File: src/sv/window_stack_focus_manager_macros.svh
// Assertion helpers for the window stack block.
// Each helper names the clock, the active-low reset, a condition and what must follow it.
`ifndef WINDOW_STACK_FOCUS_MANAGER_MACROS_SVH
`define WINDOW_STACK_FOCUS_MANAGER_MACROS_SVH
`ifndef SYNTHESIS
`define WSFM_ASSERT_NOW(label, clk, rst_n, ante, cons) \
    label: assert property (@(posedge clk) disable iff (!(rst_n)) (ante) |-> (cons)) \
        else $error("window stack check failed in the same cycle");
`define WSFM_ASSERT_NEXT(label, clk, rst_n, ante, cons) \
    label: assert property (@(posedge clk) disable iff (!(rst_n)) (ante) |=> (cons)) \
        else $error("window stack check failed in the next cycle");
`else
`define WSFM_ASSERT_NOW(label, clk, rst_n, ante, cons)
`define WSFM_ASSERT_NEXT(label, clk, rst_n, ante, cons)
`endif
`endif

File: src/sv/wsfm_pkg.sv
`timescale 1ns / 1ps
`default_nettype none

package wsfm_pkg;

    typedef enum logic [2:0] {
        CMD_OPEN     = 3'd0,
        CMD_CLOSE    = 3'd1,
        CMD_RAISE    = 3'd2,
        CMD_MINIMIZE = 3'd3,
        CMD_TOGGLE   = 3'd4,
        CMD_CLEAR    = 3'd5
    } t_cmd;

    typedef enum logic [1:0] {
        KIND_OPEN_OK      = 2'd0,
        KIND_OPEN_FAIL    = 2'd1,
        KIND_FOCUS_LOST   = 2'd2,
        KIND_FOCUS_GAINED = 2'd3
    } t_kind;

    typedef struct packed {
        t_kind      kind;
        logic [3:0] slot;
        logic       last;
    } t_evt;

    // Operation broadcast to every cell of the stack row.
    typedef struct packed {
        logic push;
        logic unstack;
        logic raise;
        logic set_min;
        logic set_valid;
        logic clr_valid;
    } t_cell_op;

    localparam int MAX_RES   = 3;
    localparam int PUSH_W    = $clog2(MAX_RES + 1);
    localparam int EVQ_DEPTH = 4;

endpackage

`default_nettype wire

File: src/sv/wsfm_if.sv
`timescale 1ns / 1ps
`default_nettype none

interface wsfm_cmd_if;
    logic       valid;
    logic       ready;
    logic [2:0] command;
    logic [3:0] window_slot;

    modport source (output valid, output command, output window_slot, input ready);
    modport sink   (input valid, input command, input window_slot, output ready);
endinterface

interface wsfm_evt_if;
    logic       valid;
    logic       ready;
    logic [1:0] kind;
    logic [3:0] slot;
    logic       last;

    modport source (output valid, output kind, output slot, output last, input ready);
    modport sink   (input valid, input kind, input slot, input last, output ready);
endinterface

`default_nettype wire

File: src/sv/window_stack_focus_manager.sv
// Window stack and focus manager. Each command transaction (open, close, raise, minimize,
// taskbar toggle, clear focus) updates a bottom-to-top stacking order of window slots held in
// a row of SLOTS cells, plus per-slot valid and minimized flags, and produces up to three
// event transactions: open ok or fail, focus lost, focus gained, with last set on the final
// one. Close, raise, minimize and toggle on an invalid slot, and unknown codes, produce nothing.
// Timing: raise, clear, a close of an unfocused slot and every ignored command pass through
// the look and execute states and return to idle. Open and every command that has to find the
// topmost visible window (minimize, toggle-to-minimize, close of the focused slot) also wait
// until the two search chains in the cell row have settled after the last change of stack or
// flags. The search crosses one cell per cycle, so the row length sets how long that wait lasts.
// Events queue in a 4-deep buffer; a command is accepted only while the buffer has room for
// three more events.
`timescale 1ns / 1ps
`default_nettype none
`include "window_stack_focus_manager_macros.svh"

module window_stack_focus_manager #(
    parameter int SLOTS = 16
) (
    input wire          i_clk,
    input wire          i_rst_n,
    wsfm_cmd_if.sink    i_cmd,
    wsfm_evt_if.source  o_evt
);

    localparam int SW = $clog2(SLOTS);
    localparam int CW = $clog2(SLOTS + 1);
    localparam int IW = ((SW > 4) ? SW : 4) + 1;
    localparam int NP = 2 ** SW;
    localparam logic [CW-1:0] SETTLE_DONE = CW'(SLOTS);

    typedef enum logic [1:0] {ST_IDLE, ST_LOOK, ST_EXEC, ST_SEARCH} t_state;

    t_state               r_state, n_state;
    wsfm_pkg::t_cmd       r_cmd;
    logic [SW-1:0]        r_key;
    logic                 r_in_range;
    logic [CW-1:0]        r_count, n_count;
    logic                 r_fp, n_fp;
    logic [SW-1:0]        r_focus, n_focus;
    logic [CW-1:0]        r_settle;

    wsfm_pkg::t_cell_op   w_op;
    logic [SW-1:0]        w_key_bus;
    logic                 w_change;
    logic [wsfm_pkg::PUSH_W-1:0] w_push_n;
    wsfm_pkg::t_evt       w_items [wsfm_pkg::MAX_RES];
    logic [1:0]           w_notes;

    // cell row links
    logic [SW-1:0] w_entry    [SLOTS];
    logic          w_min      [SLOTS];
    logic [SW-1:0] w_up_entry [SLOTS];
    logic          w_up_min   [SLOTS];
    logic          w_shift    [SLOTS+1];
    logic          w_best_found [SLOTS+1];
    logic [SW-1:0] w_best_slot  [SLOTS+1];
    logic          w_free_found [SLOTS+1];
    logic [SW-1:0] w_free_slot  [SLOTS+1];
    logic [SLOTS-1:0] w_valid_vec;
    logic [SLOTS-1:0] w_hitmin_vec;
    logic [NP-1:0]    w_valid_pad;

    logic w_accept, w_room, w_settled, w_ok, w_focused_here, w_sel_min;
    logic w_do_raise, w_do_min;
    logic [IW-1:0] w_slot_ext;
    wsfm_pkg::t_evt w_head;

    // {lost, gained} notices for a focus move, lost only to a slot that is still valid
    function automatic logic [1:0] f_focus_notes(logic had, logic [SW-1:0] old, logic old_ok,
                                                 logic has_new, logic [SW-1:0] s);
        logic same;
        same = (had == has_new) && (!had || old == s);
        return {!same && had && old_ok, !same && has_new};
    endfunction

    assign w_shift[0]          = 1'b0;
    assign w_best_found[SLOTS] = 1'b0;
    assign w_best_slot[SLOTS]  = '0;
    assign w_free_found[0]     = 1'b0;
    assign w_free_slot[0]      = '0;

    for (genvar i = 0; i < SLOTS; i++) begin : g_cell
        if (i == SLOTS - 1) begin : g_top
            assign w_up_entry[i] = '0;
            assign w_up_min[i]   = 1'b0;
        end else begin : g_mid
            assign w_up_entry[i] = w_entry[i+1];
            assign w_up_min[i]   = w_min[i+1];
        end

        wsfm_cell #(
            .SW  (SW),
            .CW  (CW),
            .POS (i)
        ) u_cell (
            .i_clk        (i_clk),
            .i_rst_n      (i_rst_n),
            .i_op         (w_op),
            .i_key        (w_key_bus),
            .i_count      (r_count),
            .i_up_entry   (w_up_entry[i]),
            .i_up_min     (w_up_min[i]),
            .o_entry      (w_entry[i]),
            .o_min        (w_min[i]),
            .i_shift      (w_shift[i]),
            .o_shift      (w_shift[i+1]),
            .i_best_found (w_best_found[i+1]),
            .i_best_slot  (w_best_slot[i+1]),
            .o_best_found (w_best_found[i]),
            .o_best_slot  (w_best_slot[i]),
            .i_free_found (w_free_found[i]),
            .i_free_slot  (w_free_slot[i]),
            .o_free_found (w_free_found[i+1]),
            .o_free_slot  (w_free_slot[i+1]),
            .o_valid      (w_valid_vec[i]),
            .o_hit_min    (w_hitmin_vec[i])
        );
    end

    assign w_valid_pad = NP'(w_valid_vec);

    wsfm_evq u_evq (
        .i_clk    (i_clk),
        .i_rst_n  (i_rst_n),
        .i_push_n (w_push_n),
        .i_items  (w_items),
        .o_room   (w_room),
        .o_valid  (o_evt.valid),
        .o_item   (w_head),
        .i_ready  (o_evt.ready)
    );

    assign o_evt.kind = w_head.kind;
    assign o_evt.slot = w_head.slot;
    assign o_evt.last = w_head.last;

    // Take a command only when idle and the event buffer can hold a full burst.
    assign i_cmd.ready = (r_state == ST_IDLE) && w_room;
    assign w_accept    = i_cmd.valid && (r_state == ST_IDLE) && w_room;
    assign w_slot_ext  = IW'(i_cmd.window_slot);

    assign w_settled      = r_settle == SETTLE_DONE;
    assign w_ok           = r_in_range && w_valid_pad[r_key];
    assign w_focused_here = r_fp && (r_focus == r_key);
    assign w_sel_min      = |w_hitmin_vec;

    // Toggle acts as minimize on the focused, visible slot and as raise on any other.
    assign w_do_min   = (r_state == ST_EXEC) && w_ok &&
                        ((r_cmd == wsfm_pkg::CMD_MINIMIZE) ||
                         ((r_cmd == wsfm_pkg::CMD_TOGGLE) && w_focused_here && !w_sel_min));
    assign w_do_raise = (r_state == ST_EXEC) && w_ok &&
                        ((r_cmd == wsfm_pkg::CMD_RAISE) ||
                         ((r_cmd == wsfm_pkg::CMD_TOGGLE) && !(w_focused_here && !w_sel_min)));

    always_comb begin
        n_state   = r_state;
        n_count   = r_count;
        n_fp      = r_fp;
        n_focus   = r_focus;
        w_op      = '0;
        w_change  = 1'b0;
        w_push_n  = '0;
        w_items   = '{default: '0};
        w_notes   = '0;
        // open writes the free slot into the row, everything else works on the command slot
        w_key_bus = (r_cmd == wsfm_pkg::CMD_OPEN) ? w_free_slot[SLOTS] : r_key;

        case (r_state)
            ST_IDLE: begin
                if (w_accept) begin
                    n_state = ST_LOOK;
                end
            end
            ST_LOOK: begin
                // let every cell compare its entry with the command slot
                n_state = ST_EXEC;
            end
            ST_EXEC: begin
                case (r_cmd)
                    wsfm_pkg::CMD_OPEN: begin
                        if (w_settled) begin
                            n_state = ST_IDLE;
                            if (!w_free_found[SLOTS]) begin
                                w_items[w_push_n] = '{kind: wsfm_pkg::KIND_OPEN_FAIL,
                                                      slot: 4'd0, last: 1'b0};
                                w_push_n = w_push_n + 1'b1;
                            end else begin
                                w_op.push      = 1'b1;
                                w_op.set_valid = 1'b1;
                                w_change       = 1'b1;
                                n_count        = r_count + CW'(1);
                                w_items[w_push_n] = '{kind: wsfm_pkg::KIND_OPEN_OK,
                                                      slot: 4'(w_free_slot[SLOTS]),
                                                      last: 1'b0};
                                w_push_n = w_push_n + 1'b1;
                                w_notes = f_focus_notes(r_fp, r_focus, w_valid_pad[r_focus],
                                                        1'b1, w_free_slot[SLOTS]);
                                if (w_notes[1]) begin
                                    w_items[w_push_n] = '{kind: wsfm_pkg::KIND_FOCUS_LOST,
                                                          slot: 4'(r_focus), last: 1'b0};
                                    w_push_n = w_push_n + 1'b1;
                                end
                                if (w_notes[0]) begin
                                    w_items[w_push_n] = '{kind: wsfm_pkg::KIND_FOCUS_GAINED,
                                                          slot: 4'(w_free_slot[SLOTS]),
                                                          last: 1'b0};
                                    w_push_n = w_push_n + 1'b1;
                                end
                                n_fp    = 1'b1;
                                n_focus = w_free_slot[SLOTS];
                            end
                        end
                    end
                    wsfm_pkg::CMD_CLOSE: begin
                        n_state = ST_IDLE;
                        if (w_ok) begin
                            w_op.clr_valid = 1'b1;
                            w_op.unstack   = 1'b1;
                            w_change       = 1'b1;
                            n_count        = r_count - CW'(1);
                            if (w_focused_here) begin
                                n_state = ST_SEARCH;
                            end
                        end
                    end
                    wsfm_pkg::CMD_RAISE, wsfm_pkg::CMD_MINIMIZE, wsfm_pkg::CMD_TOGGLE: begin
                        n_state = ST_IDLE;
                        if (w_do_raise) begin
                            w_op.raise = 1'b1;
                            w_change   = 1'b1;
                            w_notes = f_focus_notes(r_fp, r_focus, w_valid_pad[r_focus],
                                                    1'b1, r_key);
                            if (w_notes[1]) begin
                                w_items[w_push_n] = '{kind: wsfm_pkg::KIND_FOCUS_LOST,
                                                      slot: 4'(r_focus), last: 1'b0};
                                w_push_n = w_push_n + 1'b1;
                            end
                            if (w_notes[0]) begin
                                w_items[w_push_n] = '{kind: wsfm_pkg::KIND_FOCUS_GAINED,
                                                      slot: 4'(r_key), last: 1'b0};
                                w_push_n = w_push_n + 1'b1;
                            end
                            n_fp    = 1'b1;
                            n_focus = r_key;
                        end else if (w_do_min) begin
                            w_op.set_min = 1'b1;
                            w_change     = 1'b1;
                            n_state      = ST_SEARCH;
                        end
                    end
                    wsfm_pkg::CMD_CLEAR: begin
                        n_state = ST_IDLE;
                        w_notes = f_focus_notes(r_fp, r_focus, w_valid_pad[r_focus],
                                                1'b0, '0);
                        if (w_notes[1]) begin
                            w_items[w_push_n] = '{kind: wsfm_pkg::KIND_FOCUS_LOST,
                                                  slot: 4'(r_focus), last: 1'b0};
                            w_push_n = w_push_n + 1'b1;
                        end
                        n_fp    = 1'b0;
                        n_focus = '0;
                    end
                    default: begin
                        n_state = ST_IDLE;
                    end
                endcase
            end
            ST_SEARCH: begin
                // wait for the top-down chain to reach cell 0, then refocus
                if (w_settled) begin
                    n_state = ST_IDLE;
                    w_notes = f_focus_notes(r_fp, r_focus, w_valid_pad[r_focus],
                                            w_best_found[0], w_best_slot[0]);
                    if (w_notes[1]) begin
                        w_items[w_push_n] = '{kind: wsfm_pkg::KIND_FOCUS_LOST,
                                              slot: 4'(r_focus), last: 1'b0};
                        w_push_n = w_push_n + 1'b1;
                    end
                    if (w_notes[0]) begin
                        w_items[w_push_n] = '{kind: wsfm_pkg::KIND_FOCUS_GAINED,
                                              slot: 4'(w_best_slot[0]), last: 1'b0};
                        w_push_n = w_push_n + 1'b1;
                    end
                    n_fp    = w_best_found[0];
                    n_focus = w_best_found[0] ? w_best_slot[0] : '0;
                end
            end
            default: begin
                n_state = ST_IDLE;
            end
        endcase

        // mark the final event of the burst
        if (w_push_n != '0) begin
            w_items[w_push_n - 1'b1].last = 1'b1;
        end
    end

    always_ff @(posedge i_clk) begin
        if (!i_rst_n) begin
            r_state  <= ST_IDLE;
            r_count  <= '0;
            r_fp     <= 1'b0;
            r_focus  <= '0;
            r_settle <= '0;
        end else begin
            r_state <= n_state;
            r_count <= n_count;
            r_fp    <= n_fp;
            r_focus <= n_focus;
            // restart the settle count on any change of the row, saturate once settled
            if (w_change) begin
                r_settle <= '0;
            end else if (!w_settled) begin
                r_settle <= r_settle + CW'(1);
            end
        end
    end

    // Latch the command transaction.
    always_ff @(posedge i_clk) begin
        if (w_accept) begin
            r_cmd      <= wsfm_pkg::t_cmd'(i_cmd.command);
            r_key      <= w_slot_ext[SW-1:0];
            r_in_range <= w_slot_ext < IW'(SLOTS);
        end
    end

    `WSFM_ASSERT_NOW(a_focus_valid, i_clk, i_rst_n, (r_state == ST_IDLE) && r_fp, w_valid_pad[r_focus])
    `WSFM_ASSERT_NOW(a_count_matches, i_clk, i_rst_n, r_state == ST_IDLE, 32'(r_count) == $countones(w_valid_vec))
    `WSFM_ASSERT_NOW(a_free_settled, i_clk, i_rst_n, w_settled, w_free_found[SLOTS] == !(&w_valid_vec))

endmodule

`default_nettype wire

File: src/sv/wsfm_cell.sv
`timescale 1ns / 1ps
`default_nettype none

module wsfm_cell #(
    parameter int SW  = 4,
    parameter int CW  = 5,
    parameter int POS = 0
) (
    input  wire                  i_clk,
    input  wire                  i_rst_n,
    input  wire wsfm_pkg::t_cell_op i_op,
    input  wire  [SW-1:0]        i_key,
    input  wire  [CW-1:0]        i_count,
    input  wire  [SW-1:0]        i_up_entry,
    input  wire                  i_up_min,
    output logic [SW-1:0]        o_entry,
    output logic                 o_min,
    input  wire                  i_shift,
    output logic                 o_shift,
    input  wire                  i_best_found,
    input  wire  [SW-1:0]        i_best_slot,
    output logic                 o_best_found,
    output logic [SW-1:0]        o_best_slot,
    input  wire                  i_free_found,
    input  wire  [SW-1:0]        i_free_slot,
    output logic                 o_free_found,
    output logic [SW-1:0]        o_free_slot,
    output logic                 o_valid,
    output logic                 o_hit_min
);

    localparam logic [CW-1:0] POS_C = CW'(POS);
    localparam logic [SW-1:0] SID   = SW'(POS);

    logic [SW-1:0] r_entry, n_entry;
    logic          r_min, n_min;
    logic          r_hit;
    logic          r_valid;
    logic          r_best_found;
    logic [SW-1:0] r_best_slot;
    logic          r_free_found;
    logic [SW-1:0] r_free_slot;

    logic w_occ, w_shift_me, w_is_top, w_vis;

    assign w_occ      = POS_C < i_count;
    assign w_shift_me = i_shift | r_hit;
    assign w_is_top   = POS_C == (i_count - CW'(1));
    assign w_vis      = w_occ & ~r_min;

    always_comb begin
        n_entry = r_entry;
        n_min   = r_min;
        if (i_op.push && POS_C == i_count) begin
            n_entry = i_key;
            n_min   = 1'b0;
        end else if ((i_op.unstack || i_op.raise) && w_shift_me) begin
            // the raised slot lands on top, everything above the hit moves down
            if (i_op.raise && w_is_top) begin
                n_entry = i_key;
                n_min   = 1'b0;
            end else begin
                n_entry = i_up_entry;
                n_min   = i_up_min;
            end
        end
        if (i_op.set_min && r_hit) begin
            n_min = 1'b1;
        end
    end

    always_ff @(posedge i_clk) begin
        r_entry      <= n_entry;
        r_min        <= n_min;
        r_hit        <= w_occ && (r_entry == i_key);
        // top-down chain: topmost visible entry at or above this cell
        r_best_found <= i_best_found | w_vis;
        r_best_slot  <= i_best_found ? i_best_slot : r_entry;
        // bottom-up chain: lowest free slot at or below this cell
        r_free_found <= i_free_found | ~r_valid;
        r_free_slot  <= i_free_found ? i_free_slot : SID;
    end

    always_ff @(posedge i_clk) begin
        if (!i_rst_n) begin
            r_valid <= 1'b0;
        end else if (i_op.set_valid && i_key == SID) begin
            r_valid <= 1'b1;
        end else if (i_op.clr_valid && i_key == SID) begin
            r_valid <= 1'b0;
        end
    end

    assign o_entry      = r_entry;
    assign o_min        = r_min;
    assign o_shift      = w_shift_me;
    assign o_best_found = r_best_found;
    assign o_best_slot  = r_best_slot;
    assign o_free_found = r_free_found;
    assign o_free_slot  = r_free_slot;
    assign o_valid      = r_valid;
    assign o_hit_min    = r_hit & r_min;

endmodule

`default_nettype wire

File: src/sv/wsfm_evq.sv
`timescale 1ns / 1ps
`default_nettype none

module wsfm_evq (
    input  wire                           i_clk,
    input  wire                           i_rst_n,
    input  wire  [wsfm_pkg::PUSH_W-1:0]   i_push_n,
    input  wire wsfm_pkg::t_evt           i_items [wsfm_pkg::MAX_RES],
    output logic                          o_room,
    output logic                          o_valid,
    output wsfm_pkg::t_evt                o_item,
    input  wire                           i_ready
);

    localparam int D   = wsfm_pkg::EVQ_DEPTH;
    localparam int QCW = $clog2(D + 1);

    wsfm_pkg::t_evt r_q [D];
    wsfm_pkg::t_evt n_q [D];
    logic [QCW-1:0] r_cnt;
    logic [QCW-1:0] w_base;
    logic           w_pop;

    assign w_pop  = (r_cnt != '0) && i_ready;
    assign w_base = r_cnt - QCW'(w_pop);

    for (genvar j = 0; j < D; j++) begin : g_ent
        logic [QCW-1:0] w_off;
        assign w_off = QCW'(j) - w_base;
        always_comb begin
            n_q[j] = r_q[j];
            if (QCW'(j) < w_base) begin
                // hold, or advance toward the head on a pop
                if (w_pop) begin
                    n_q[j] = (j < D - 1) ? r_q[(j < D - 1) ? j + 1 : j] : r_q[j];
                end
            end else if (w_off < QCW'(i_push_n)) begin
                n_q[j] = i_items[w_off[wsfm_pkg::PUSH_W-1:0]];
            end
        end
    end

    always_ff @(posedge i_clk) begin
        r_q <= n_q;
    end

    always_ff @(posedge i_clk) begin
        if (!i_rst_n) begin
            r_cnt <= '0;
        end else begin
            r_cnt <= w_base + QCW'(i_push_n);
        end
    end

    assign o_room  = r_cnt <= QCW'(D - wsfm_pkg::MAX_RES);
    assign o_valid = r_cnt != '0;
    assign o_item  = r_q[0];

endmodule

`default_nettype wire
File: src/flat_wrapper.sv
// flat-port wrapper written by rule: the top's interface ports become plain ports
module window_stack_focus_manager_flat 
#(
    parameter int SLOTS = 16
)
  (i_clk, i_rst_n, i_cmd_valid, i_cmd_command, i_cmd_window_slot, i_cmd_ready, o_evt_valid, o_evt_kind, o_evt_slot, o_evt_last, o_evt_ready);
  wsfm_cmd_if i_cmd_i ();
  wsfm_evt_if o_evt_i ();
  input wire i_clk;
  input wire i_rst_n;
  input wire logic [$bits(i_cmd_i.valid)-1:0] i_cmd_valid;
  input wire logic [$bits(i_cmd_i.command)-1:0] i_cmd_command;
  input wire logic [$bits(i_cmd_i.window_slot)-1:0] i_cmd_window_slot;
  output wire logic [$bits(i_cmd_i.ready)-1:0] i_cmd_ready;
  output wire logic [$bits(o_evt_i.valid)-1:0] o_evt_valid;
  output wire logic [$bits(o_evt_i.kind)-1:0] o_evt_kind;
  output wire logic [$bits(o_evt_i.slot)-1:0] o_evt_slot;
  output wire logic [$bits(o_evt_i.last)-1:0] o_evt_last;
  input wire logic [$bits(o_evt_i.ready)-1:0] o_evt_ready;
  assign i_cmd_i.valid = i_cmd_valid;
  assign i_cmd_i.command = i_cmd_command;
  assign i_cmd_i.window_slot = i_cmd_window_slot;
  assign i_cmd_ready = i_cmd_i.ready;
  assign o_evt_valid = o_evt_i.valid;
  assign o_evt_kind = o_evt_i.kind;
  assign o_evt_slot = o_evt_i.slot;
  assign o_evt_last = o_evt_i.last;
  assign o_evt_i.ready = o_evt_ready;
  window_stack_focus_manager #(.SLOTS(SLOTS)) u_core (.i_clk(i_clk), .i_rst_n(i_rst_n), .i_cmd(i_cmd_i), .o_evt(o_evt_i));
endmodule
File: config.mk
export PLATFORM = sky130hd
export DESIGN_NAME = window_stack_focus_manager_flat
export DESIGN_NICKNAME = d
export VERILOG_FILES = /design/src/sv/wsfm_pkg.sv /design/src/sv/wsfm_if.sv /design/src/sv/window_stack_focus_manager.sv /design/src/sv/wsfm_cell.sv /design/src/sv/wsfm_evq.sv /design/src/flat_wrapper.sv
export VERILOG_INCLUDE_DIRS = /design/src /design/src/sv
export SDC_FILE = /design/constraint.sdc
export NUM_CORES = 1
export LEC_CHECK = 0
export BUFFER_PORTS_ARGS = -buffer_cell sky130_fd_sc_hd__buf_2
export CAP_MARGIN = 20
export CORE_MARGIN = 2
export CORE_UTILIZATION = 45
export DETAILED_ROUTE_END_ITERATION = 7
export PLACE_DENSITY = 0.6
export SLEW_MARGIN = 20
export SYNTH_ARGS = -nofsm -noshare
export SYNTH_HDL_FRONTEND = slang
export SYNTH_SLANG_ARGS = --single-unit
File: constraint.sdc
create_clock -name i_clk -period 5.55 [get_ports i_clk]
set_input_delay 0 -clock i_clk [delete_from_list [all_inputs] [get_ports i_clk]]
set_output_delay 0 -clock i_clk [all_outputs]
set_load 0.005 [all_outputs]
---- After elaboration in Yosys (flattened, before gate mapping) ----
Index checks and enable logic that the tools add are counted.
storage, ports and cells
  register bits ........................... 313
  bits in latches ......................... 0
  bits in writable memories ............... 0
  memory bits (read-only) ................. 0
  input bits .............................. 11
  memories ................................ 0
cells by class
  add/subtract/negate cells ............... 13
  $mul .................................... 0
  divide/modulo/power cells ............... 0
  magnitude comparators ................... 40
  equality and inequality tests ........... 86
  shift-type cells ........................ 0
  mux-type cells .......................... 265
  bitwise operators ....................... 120
  reduce and logical (&&, ||, !) cells .... 210
operator list
  operator                                                                     number
  4-bit 2-to-1 mux                                                             69
  7-bit 2-to-1 mux                                                             34
  21-bit 2-to-1 mux                                                            7
  1-bit logical AND                                                            142
  1-bit 2-to-1 mux                                                             99
  21-bit bitwise mux                                                           4
  4-bit by 5-bit == test with 1-bit output, first input constant               16
  4-bit == test                                                                19
  2-bit nonzero test                                                           38
  7-bit binary-select mux with 2-bit select                                    4
  7-bit demux with 2-bit select                                                4
  2-bit 2-to-1 mux                                                             24
  1-bit bitwise OR                                                             45
  21-bit case mux with 2 select lines                                          1
  3-bit by 5-bit == test with 1-bit output, first input constant               8
  4-bit by 5-bit less-than comparator with 1-bit output, first input constant  8
  1-bit NOT                                                                    35
  1-bit bitwise AND                                                            32
  4-bit == test, second input constant                                         8
  14-bit case mux with 2 select lines                                          1
  3-bit >= comparator, second input constant                                   8
  2-bit NOT with 3-bit output                                                  8
  7-bit case mux with 3 select lines                                           1
  2-bit by 5-bit == test with 1-bit output, first input constant               4
  other kinds (58)                                                             115

---- Depth between registers and ports, before layout ----
Gate-level depths: netlist of the first run.
  word-level depth ........................ 30
  gate-level depth with buffers ........... 18

---- Modules after synthesis ----
A second synthesis of the first run with hierarchy kept.
second synthesis, totals
  cells, all modules ...................... 1367
  area total of the unflattened synthesis .. 15751.4 um^2
modules (own cells, without submodules)
  module                                    times used  cells an instance  area an instance (um^2)
  window_stack_focus_manager                1           335                2731.4
  wsfm_evq                                  1           152                1948.1
  wsfm_cell (u_core.g_cell[10].u_cell ...)  2           55                 716.9
  wsfm_cell (u_core.g_cell[2].u_cell ...)   2           54                 680.7
  wsfm_cell (u_core.g_cell[1].u_cell ...)   2           53                 675.6
  wsfm_cell (u_core.g_cell[13].u_cell)      1           56                 706.9
  wsfm_cell (u_core.g_cell[9].u_cell)       1           58                 706.9
  wsfm_cell (u_core.g_cell[11].u_cell)      1           58                 701.9
  wsfm_cell (u_core.g_cell[8].u_cell)       1           55                 701.9
  wsfm_cell (u_core.g_cell[4].u_cell)       1           57                 695.7
  wsfm_cell (u_core.g_cell[14].u_cell)      1           56                 694.4
  wsfm_cell (u_core.g_cell[15].u_cell)      1           54                 689.4
  wsfm_cell (u_core.g_cell[6].u_cell)       1           55                 683.2
  wsfm_cell (u_core.g_cell[0].u_cell)       1           54                 673.1
  wsfm_cell (u_core.g_cell[7].u_cell)       1           53                 671.9

---- Worst setup path before layout of the first run ----
No wires, ideal clock.
  path type ............................... register to register
  start ................................... register u_core.r_focus[1]
  end ..................................... register u_core.u_evq.r_q, in the netlist u_core.u_evq.o_item[0] (enable)
  library setup time ...................... 0.393 ns
  data arrival time ....................... 3.738 ns
  data required time ...................... 5.157 ns
  slack ................................... 1.419 ns
  cell stages (with the launch flop) ...... 13
  path buffers ............................ 2
  cell sequence ........................... dfxtp_1 > buf_4 > buf_2 > nand2_1 > a211oi_1 > nor3_2 > o21ai_0 > inv_1 > ha_1 > a21oi_2 > ha_1 > nor2b_1 > o41ai_1
on the way
  word-level cells in the longest chain between the ends .. 20
  elaborated cells between the ends (all ways) .. 61
  classes of those cells .................. add/sub (3); order compare (1); eq/ne (3); mux (24); reduce/logical (30)
RTL lines
  element                                                                          RTL line                           RTL
  start, declared                                                                  window_stack_focus_manager.sv:40   logic [SW-1:0] r_focus, n_focus;
  start signal, assigned                                                           window_stack_focus_manager.sv:311  r_focus <= n_focus;
  branches (longest 16 deep; another with 2-bit by 1-bit adder with 2-bit output)  --
  2-bit case mux with 2 select lines *                                             window_stack_focus_manager.sv:169  case (r_state)
  3-bit by 2-bit less-than comparator with 1-bit output *                          wsfm_evq.sv:37                     end else if (w_off < QCW'(i_push_n)) begin
  2-bit nonzero test (no source line) *                                            --
  2-bit AND reduction (no source line) *                                           --
  end signal, assigned                                                             wsfm_evq.sv:44                     r_q <= n_q;
  end, declared                                                                    wsfm_evq.sv:18                     wsfm_pkg::t_evt r_q [D];
Mark *: on every way between the ends. The select of a mux whose other input is x is not followed.
A chain may end at the register's enable or synchronous reset.

---- Worst setup path after layout of the first run ----
  start ................................... register u_core.r_focus[0]
  end ..................................... register u_core.u_evq.r_q[8] (netlist name) (enable)
The elaborated chain is that of the path after synthesis.

==> qor.txt, run 1 <==
Number of buffers created by CTS: 35
Initial antenna violation count: 1
Post-synthesis sequential element count: 312
IO buf count: 19
DIE HEIGHT: 188 um
Fin. Hold Viols: 0
Post-synth cell types: 94
P&R area growth vs syn: 9.98%
CTS-repair resized insts: 0
GPL Wtd Cong: 0.890
Post-DR wirelength/cell: 20.3 um
CTS tree: yes
CTS clk-pin slew, worst paths: 0.06 ns
Kind of critical path: reg -> reg
Final min period: 4.74 ns
Clk_skew: 0.0162 ns
Final Setup Violations: 0
Site Rows: 67
Crit-path slowest cell: dfxtp_1
Clock latency on the worst-skew pair: 0.52 ns
CTS root buf: clkbuf_16
Leakage: 6.22 nW
Hold Path Sink: u_core.r_focus[0]
Vias in the first global route: 11000
Worst path most repeated cell: ha_1
Buf+Inv Stages, Crit Path: 2
Crit path DAT: 4.95 ns
Die area: 0.0352 sq mm
Postcts setup bufs: 0
RR Endpoint: u_core.u_evq.r_q[8]
Synthesized area: 0.0152 sq mm
First-pass GRT wire length: 61900 um
Via count: 11100
Layout cell share with drive strength beyond 1: 0.171
Worst path max stage delay: 0.76 ns
Post-synth top area share: 0.281
Core Region: 0.0334 sq mm
Status: completed
Async SR Flop Fraction: 0
Syn_area_per_cell: 10.5 sq um
Max-slew violation count: 0
Total negative setup slack: 0 ns
RSZ-0062 raised after global routing: false
Crit path cell chain: mux2_2 > o311ai_2 > nor3_2 > o21ai_0 > inv_1 > ha_1 > a21oi_2 > ha_1 > a21boi_1 > o41ai_1 > buf_4
Worst EP required: 5.77 ns
Post-Route WL: 38700 um
Final Cycle Share: 0.853
Power density over the cells: 382 mW/mm^2
Post-synth EDFFs: 99
Chip width: 188 um
Fillcell total: 3097
Worst reg2reg setup slack: 0.81 ns
Worst hold path startpoint: i_rst_n
Hold Crit Class: in -> reg
Reg2reg path depth: 11
Actual slew at the worst max-slew pin: 1.07 ns
Max rail drop VDD: 0.000306 V
Syn Inst Count: 1442
Relative slew slack: 0.274
Maximum clock frequency: 211 MHz
Starting Density: 0.455
Seq/Total Area, Yosys: 0.477
Largest net degree at the start of global routing: 41
Routed Antenna Nets: 0
Final Non-Filler Cells: 1910
Ports: 20
Maximum buffer depth of the clock tree: 3
Area contributors post-synth: dfxtp_1 28%, edfxtp_1 20%, mux2_2 8.8%, xnor2_1 4.4%, nand2_1 2.9%
Post-route DRC: 0
RR Startpoint: u_core.r_focus[0]
CP max FO: 18
CP top delay family: compound AO/OA/AOI/OAI gates
Dpl hpwl: 27000 um
Cells after DPL: 1841
Total GRT Usage: 0.219
# H-tree levels: 2
Hold path depth: 3
Syn nets: 1482
Initial DRC Count: 932
Vias/cell: 5.82
Ys flop type: dfxtp_1
# nets final: 1477
Yosys Warn Count: 0
# Max-Cap Violations: 0
DRT Pass-1 Iters: 7
CP Launch Type: flip-flop
Cell taking the most area after synthesis: dfxtp_1
CTS Sinks: 312
Crit end category: flip-flop
Grt ovf: 0
[synth_stat cells, types with 11 or more instances]
master	instances
o211ai_1	15
inv_1	43
nand4_1	23
and2_1	30
o21bai_1	12
nor3_1	32
mux2_2	119
buf_4	13
clkbuf_1	39
a32oi_1	11
o21ai_0	55
mux2i_1	18
o31ai_1	19
xor2_1	13
edfxtp_1	99
ha_1	28
a22oi_1	13
nand3_1	48
nor2b_1	13
buf_2	25
nand2_1	116
dfxtp_1	213
a31oi_1	12
nor2_1	56
a21boi_0	17
a21oi_1	36
xnor2_1	77
nand2b_1	43
[stage by stage]
stage	utilization	hold slack, ns	total power [mW]	cell area, sq um	setup slack [ns]
6_report	0.500	0.0607	6.38	16700	0.815
5_1_grt	0.500	0.0874	6.69	16700	0.512
4_1_cts	0.500	0.0337	6.41	16700	0.897
3_5_place_dp	0.466	0.183	4.23	15500	0.921
3_3_place_gp	0.466	0.181	4.20	15500	1.03
2_1_floorplan	-	0.0989	3.80	15200	1.42
[routing by layer]
layer	up-vias	part of all wire	routed length [um]	global-route usage
li1	5256	-	-	-
met5	-	0	0	0
met3	88	0.051	1990	0.0316
met4	0	0.035	1340	0.0812
met2	362	0.47	18200	0.367
met1	5411	0.44	17200	0.289
[layout by cell type (no fill, tap or decap), drive strengths merged, types with 18 or more instances in the layout]
master  count
clkbuf     55
edfxtp     99
a21boi     20
mux2i      18
inv        46
buf        37
nand3      51
nand4      24
nand2b     43
mux2      128
ha         28
nor2       57
dfxtp     213
xnor2      77
a21oi      38
and2       30
o21ai      68
nor3       35
nand2     116
o31ai      19
[state kept, by name, summed over array words and instances, names as in the netlist]
signal	flops
u_core.g_cell.u_cell.r_hit	16
u_core.u_evq.o_item	7
u_core.r_count	5
u_core.g_cell.u_cell.o_free_slot	49
u_core.r_state	2
u_core.g_cell.u_cell.o_entry	64
u_core.u_evq.r_q	21
u_core.g_cell.u_cell.o_free_found	16
u_core.g_cell.u_cell.o_best_slot	64
u_core.g_cell.u_cell.o_valid	16
u_core.u_evq.r_cnt	3
u_core.r_settle	5
u_core.r_cmd	3
u_core.r_focus	4
u_core.r_key	4
u_core.r_fp	1
u_core.g_cell.u_cell.o_best_found	16
u_core.g_cell.u_cell.o_min	16
[worst register-to-register path: cells and delay by family (launching register included)]
family | cells | cell delay [ns]
compound gates | 5 | 2.08
flops | 1 | 0.76
fa+ha+maj | 2 | 0.60
mux | 1 | 0.42
buf+inv | 2 | 0.33
simple gates | 1 | 0.25
[worst max path at each step]
stage | from | to | slack [ns] | depth (start not counted)
3_5_place_dp | u_core.r_focus[0] | u_core.u_evq.o_item[2] | 0.92 | 11
2_1_floorplan | u_core.r_focus[1] | u_core.u_evq.o_item[0] | 1.42 | 12
5_1_grt | u_core.r_focus[0] | u_core.u_evq.r_q[8] | 0.51 | 13
6_report | u_core.r_focus[0] | u_core.u_evq.r_q[8] | 0.81 | 11
4_1_cts | u_core.r_focus[0] | u_core.u_evq.o_item[2] | 0.90 | 11
3_3_place_gp | u_core.r_focus[0] | u_core.u_evq.o_item[1] | 1.03 | 13
[logic make-up after synthesis]
family | after synthesis | share of synthesized area
buffers and inverters | 131 | 0.0398
DFF | 312 | 0.477
and+or+nand+nor | 429 | 0.150
xor gates and xnor gates | 90 | 0.0520
muxes | 147 | 0.108
AOI/OAI and AO/OA | 304 | 0.149
adders and majority gates | 29 | 0.0244
[what timing repair did]
action | CTS | global route
setup endpoints to repair | 0 | 0
hold endpoints to repair | 7 | 0
hold buffers | 7 | 0
[cell type report]
cell class              instances  area, sq um  area share
multi-input cells             999         7350       0.441
flip-flops and latches        312         7240       0.434
clock buffers                  55         1020      0.0613
well taps                     448          561      0.0336
repair buffers                 44          300      0.0180
inverters                      45          171      0.0103
clock inverters                 6         40.0     0.00240
diodes                          1         2.50    0.000150
[power breakdown]
part / leakage (nW) / internal (mW) / switching [mW]
clock: 0.517 / 1.27 / 0.909
sequential: 2.67 / 2.57 / 0.101
combinational: 3.03 / 0.542 / 0.996
No activity file was read; power rests on OpenSTA's default activity.
==> run 2: changes to the inputs <==
==> constraint.sdc (replaced) <==
create_clock -name i_clk -period 5.55 [get_ports i_clk]
set_input_delay 1.665 -clock i_clk [delete_from_list [all_inputs] [get_ports i_clk]]
set_output_delay 1.665 -clock i_clk [all_outputs]
set_load 0.005 [all_outputs]
==> run 2 against run 1 <==
Cell area is 0.38% higher. Critical endpoint is now u_core.u_evq.r_q[4]. Clock skew fell by 0.00092 ns. Utilization rose by 0.19 points. Largest power group unchanged. Largest cell class unchanged.
==> qor.txt, run 2 (synthesized netlist as in run 1, its figures left out) <==
Status: completed
Clk_skew: 0.0153 ns
Maximum buffer depth of the clock tree: 3
Crit-path slowest cell: dfxtp_1
Maximum clock frequency: 215 MHz
Die area: 0.0352 sq mm
Worst hold margin: 0.392 ns
CP Launch Type: flip-flop
Initial antenna violation count: 1
Worst path max stage delay: 0.80 ns
Gate power share: 0.234
Postcts setup bufs: 0
Max-slew violation count: 0
Int Power: 4.44 mW
Clk pwr share: 0.351
Crit path cell chain: mux2_2 > o311ai_2 > or3_1 > nand2_1 > and2_1 > ha_1 > a22oi_1 > nor2_1 > a211oi_1 > o2bb2ai_1 > buf_4 > a21oi_1 > nor3_1
CTS root buf: clkbuf_16
Initial DRC Count: 863
Relative slew slack: 0.254
P&R area growth vs syn: 10.4%
Total negative setup slack: 0 ns
Layout cell share with drive strength beyond 1: 0.179
Ports: 20
Post-Route WL: 38500 um
Post-route DRC: 0
Total GRT Usage: 0.218
Hold path depth: 1
GPL Wtd Cong: 0.892
RR Startpoint: u_core.r_focus[0]
CP top delay family: simple AND/OR/NAND/NOR gates
DRT Pass-1 Iters: 6
Worst EP required: 5.68 ns
# H-tree levels: 2
Worst Slack Setup Final: 0.891 ns
IO buf count: 19
Hold Crit Class: reg -> reg
Routed Antenna Nets: 0
Sw frac: 0.313
Final Setup Violations: 0
Buf+Inv Stages, Crit Path: 1
Fin. Hold Viols: 0
CTS tree: yes
Actual slew at the worst max-slew pin: 1.11 ns
RR Endpoint: u_core.u_evq.r_q[4]
Final Cycle Share: 0.839
Worst reg2reg setup slack: 0.89 ns
Reg2reg path depth: 13
Tot Pwr: 6.45 mW
Dpl hpwl: 27000 um
Core Region: 0.0334 sq mm
Chip width: 188 um
# Max-Cap Violations: 0
Switch Pwr: 2.02 mW
Site Rows: 67
Hold Path Sink: u_core.g_cell[2].u_cell.o_free_slot[1]
Leakage: 6.26 nW
Power density over the cells: 385 mW/mm^2
Crit path DAT: 4.79 ns
Worst hold path startpoint: u_core.g_cell[1].u_cell.o_free_found
Post-DR wirelength/cell: 20.1 um
Critical path origin: u_core.r_focus[0]
CTS Sinks: 312
# nets final: 1476
Kind of critical path: reg -> reg
Crit end category: flip-flop
DP Worst Slack: 0.853 ns
Vias in the first global route: 11000
CTS-repair resized insts: 0
Final min period: 4.66 ns
Leading cell type in the layout, fill and taps excluded: dfxtp_1
First-pass GRT wire length: 61600 um
Post-CTS Hold Buffers: 0
Part of the power in registers: 0.415
Via count: 11100
Final Util: 0.502
Largest net degree at the start of global routing: 41
Commonest cells after routing, fill and taps aside: 213 x dfxtp_1, 119 x mux2_2, 116 x nand2_1, 99 x edfxtp_1, 77 x xnor2_1
RSZ-0062 raised after global routing: false
CTS clk-pin slew, worst paths: 0.06 ns
Grt ovf: 0
Starting Density: 0.455
CP max FO: 18
Max rail drop VDD: 0.000211 V
Clock latency on the worst-skew pair: 0.52 ns
Vias/cell: 5.78
DIE HEIGHT: 188 um
Number of buffers created by CTS: 36
run 2: layer usage:
metal / wire length, um / part of all wire / track usage / vias up
met3: 2050 / 0.053 / 0.0354 / 91
met2: 18000 / 0.47 / 0.355 / 352
met5: 0 / 0 / 0 / -
met4: 1370 / 0.036 / 0.0860 / 0
li1: - / - / - / 5255
met1: 17100 / 0.44 / 0.290 / 5362
run 2: area by class of cell:
type	count	area (sq um)
inverters	45	171
repair buffers	42	288
clock inverters	14	109
clock buffers	52	1030
multi-input cells	999	7350
flip-flops and latches	312	7240
fillers	3084	16600
diodes	1	2.50
well taps	448	561
run 2: worst max path at each step:
stage	end	slack, ns	cells past startpoint
2_1_floorplan	u_core.u_evq.o_item[0]	1.04	9
3_3_place_gp	u_core.u_evq.r_q[8]	0.94	10
3_5_place_dp	u_core.u_evq.r_q[10]	0.85	10
4_1_cts	u_core.u_evq.r_q[4]	0.97	13
5_1_grt	u_core.u_evq.r_q[3]	0.63	13
6_report	u_core.u_evq.r_q[4]	0.89	13
run 2: power groups by stage:
stage | clock network (mW) | registers (mW) | logic (mW)
detailed placement | 0 | 2.72 | 1.50
CTS | 2.32 | 2.67 | 1.50
global route | 2.42 | 2.69 | 1.69
global placement | 0 | 2.73 | 1.48
floorplan | 0 | 2.65 | 1.15
finish | 2.26 | 2.68 | 1.51
run 2: per-stage QoR:
| stage | std cells | area, sq um |
|---|---|---|
| after CTS | 1911 | 16700 |
| after global routing | 1912 | 16700 |
| after global placement | 1845 | 15600 |
| after floorplan | 1442 | 15200 |
| after detailed placement | 1845 | 15600 |
| final | 1913 | 16700 |
==> run 3: changes to the inputs <==
- clock period: 5.55 -> 4.6 ns (I/O delays scaled with it)
==> run 3 against run 2 <==
Die area unchanged. Combinational power increased by 26%. Wire length decreased by 0.61%. Cell count increased by 0.84%. Hold slack improved by 0.0024 ns. First-iteration DRC count decreased by 5.7%. Maximum frequency increased by 11%. Utilization increased by 0.20 points. Register-to-register slack got worse by 0.50 ns. Largest cell class unchanged. Highest routed layer unchanged.
==> qor.txt, run 3 (synthesized netlist as in run 1, its figures left out) <==
Vias/cell: 5.78
CTS clk-pin slew, worst paths: 0.06 ns
Crit end category: flip-flop
Routed Antenna Nets: 0
Site Rows: 67
Largest net degree at the start of global routing: 41
Clock latency on the worst-skew pair: 0.53 ns
Worst EP required: 4.83 ns
Relative slew slack: 0.256
Initial antenna violation count: 1
RSZ-0062 raised after global routing: false
Post-Route WL: 38300 um
# H-tree levels: 2
Fin. Hold Viols: 0
CTS tree: yes
Starting Density: 0.455
Hold Crit Class: reg -> reg
DP Worst Slack: 0.419 ns
GPL Wtd Cong: 0.925
Final min period: 4.21 ns
Layout cell share with drive strength beyond 1: 0.187
Maximum clock frequency: 238 MHz
Clk_skew: 0.0182 ns
Dpl hpwl: 27200 um
Total negative setup slack: 0 ns
Leakage: 6.33 nW
# nets final: 1492
Hold path depth: 1
Actual slew at the worst max-slew pin: 1.11 ns
Worst reg2reg setup slack: 0.39 ns
Kind of critical path: reg -> reg
Vias in the first global route: 11100
Postcts setup bufs: 0
Post-CTS Hold Buffers: 0
DRT Pass-1 Iters: 7
Tot Pwr: 7.78 mW
Status: completed
Max rail drop VDD: 0.000295 V
Crit path DAT: 4.44 ns
Final Setup Violations: 0
Via count: 11200
Ports: 20
Worst Slack Setup Final: 0.392 ns
Total GRT Usage: 0.218
Die area: 0.0352 sq mm
CTS-repair resized insts: 0
Maximum buffer depth of the clock tree: 3
IO buf count: 19
CP max FO: 13
CTS root buf: clkbuf_16
Post-DR wirelength/cell: 19.8 um
Initial DRC Count: 814
Dpl cell area: 0.0157 sq mm
Final Cycle Share: 0.915
Core Region: 0.0334 sq mm
DIE HEIGHT: 188 um
Reg2reg path depth: 13
Hold Path Sink: u_core.g_cell[2].u_cell.o_free_slot[1]
RR Endpoint: u_core.u_evq.r_q[8]
# Max-Cap Violations: 0
Post-route DRC: 0
CP Launch Type: flip-flop
Max-slew violation count: 0
Grt ovf: 0
Number of buffers created by CTS: 36
Power density over the cells: 463 mW/mm^2
Worst hold path startpoint: u_core.g_cell[1].u_cell.o_free_found
Commonest cells after routing, fill and taps aside: 213 x dfxtp_1, 119 x mux2_2, 116 x nand2_1, 99 x edfxtp_1, 77 x xnor2_1
Post-route cell area: 0.0168 sq mm
P&R area growth vs syn: 10.8%
Chip width: 188 um
First-pass GRT wire length: 61600 um
CTS Sinks: 312
Leading cell type in the layout, fill and taps excluded: dfxtp_1
RR Startpoint: u_core.r_focus[0]
==> run 3: critical path: stages (launching register included) <==
cell	delay, ns
dfxtp_1	0.51
mux2_2	0.39
o311ai_2	0.36
or3_1	0.45
nand2_1	0.13
and2_1	0.20
ha_1	0.20
nand2_1	0.07
o31ai_1	0.08
a21oi_2	0.49
ha_1	0.34
a21boi_1	0.13
o41ai_1	0.32
buf_4	0.22
==> run 3: how the worst max path moves through the flow <==
| stage | from | to | depth (start not counted) |
|---|---|---|---|
| finish | u_core.r_focus[0] | u_core.u_evq.r_q[8] | 13 |
| global route | u_core.r_focus[0] | u_core.u_evq.o_item[1] | 13 |
| CTS | u_core.r_focus[0] | u_core.u_evq.r_q[9] | 13 |
| detailed placement | u_core.r_focus[0] | u_core.u_evq.r_q[8] | 13 |
| global placement | u_core.r_focus[0] | u_core.u_evq.o_item[3] | 13 |
| floorplan | o_evt_ready | u_core.u_evq.o_item[0] | 9 |
==> run 3: routing by layer <==
layer	GRT usage	share of wire
met1	0.285	0.44
met4	0.0790	0.032
met2	0.362	0.47
met3	0.0380	0.058
met5	0	0
==> run 3: cell type report <==
class | count | area [sq um]
well taps | 448 | 561
clock buffers | 47 | 993
diodes | 1 | 2.50
inverters | 45 | 171
multi-input cells | 999 | 7350
repair buffers | 58 | 388
clock inverters | 19 | 116
flip-flops and latches | 312 | 7240
fillers | 3095 | 16500
==> run 3: stage by stage <==
| step | hold WS, ns | util | std cells |
|---|---|---|---|
| final | 0.394 | 0.504 | 1929 |
| after global routing | 0.406 | 0.504 | 1928 |
| after CTS | 0.397 | 0.504 | 1928 |
| after detailed placement | 0.370 | 0.471 | 1862 |
| after global placement | 0.376 | 0.471 | 1862 |
| after floorplan | 0.356 | - | 1442 |
==> run 3: where the power goes <==
| part | internal [mW] | leakage [nW] | switching [mW] |
|---|---|---|---|
| Sequential | 3.10 | 2.67 | 0.114 |
| Combinational | 0.697 | 3.11 | 1.20 |
| Clock | 1.54 | 0.549 | 1.14 |
| Total | 5.33 | 6.33 | 2.45 |
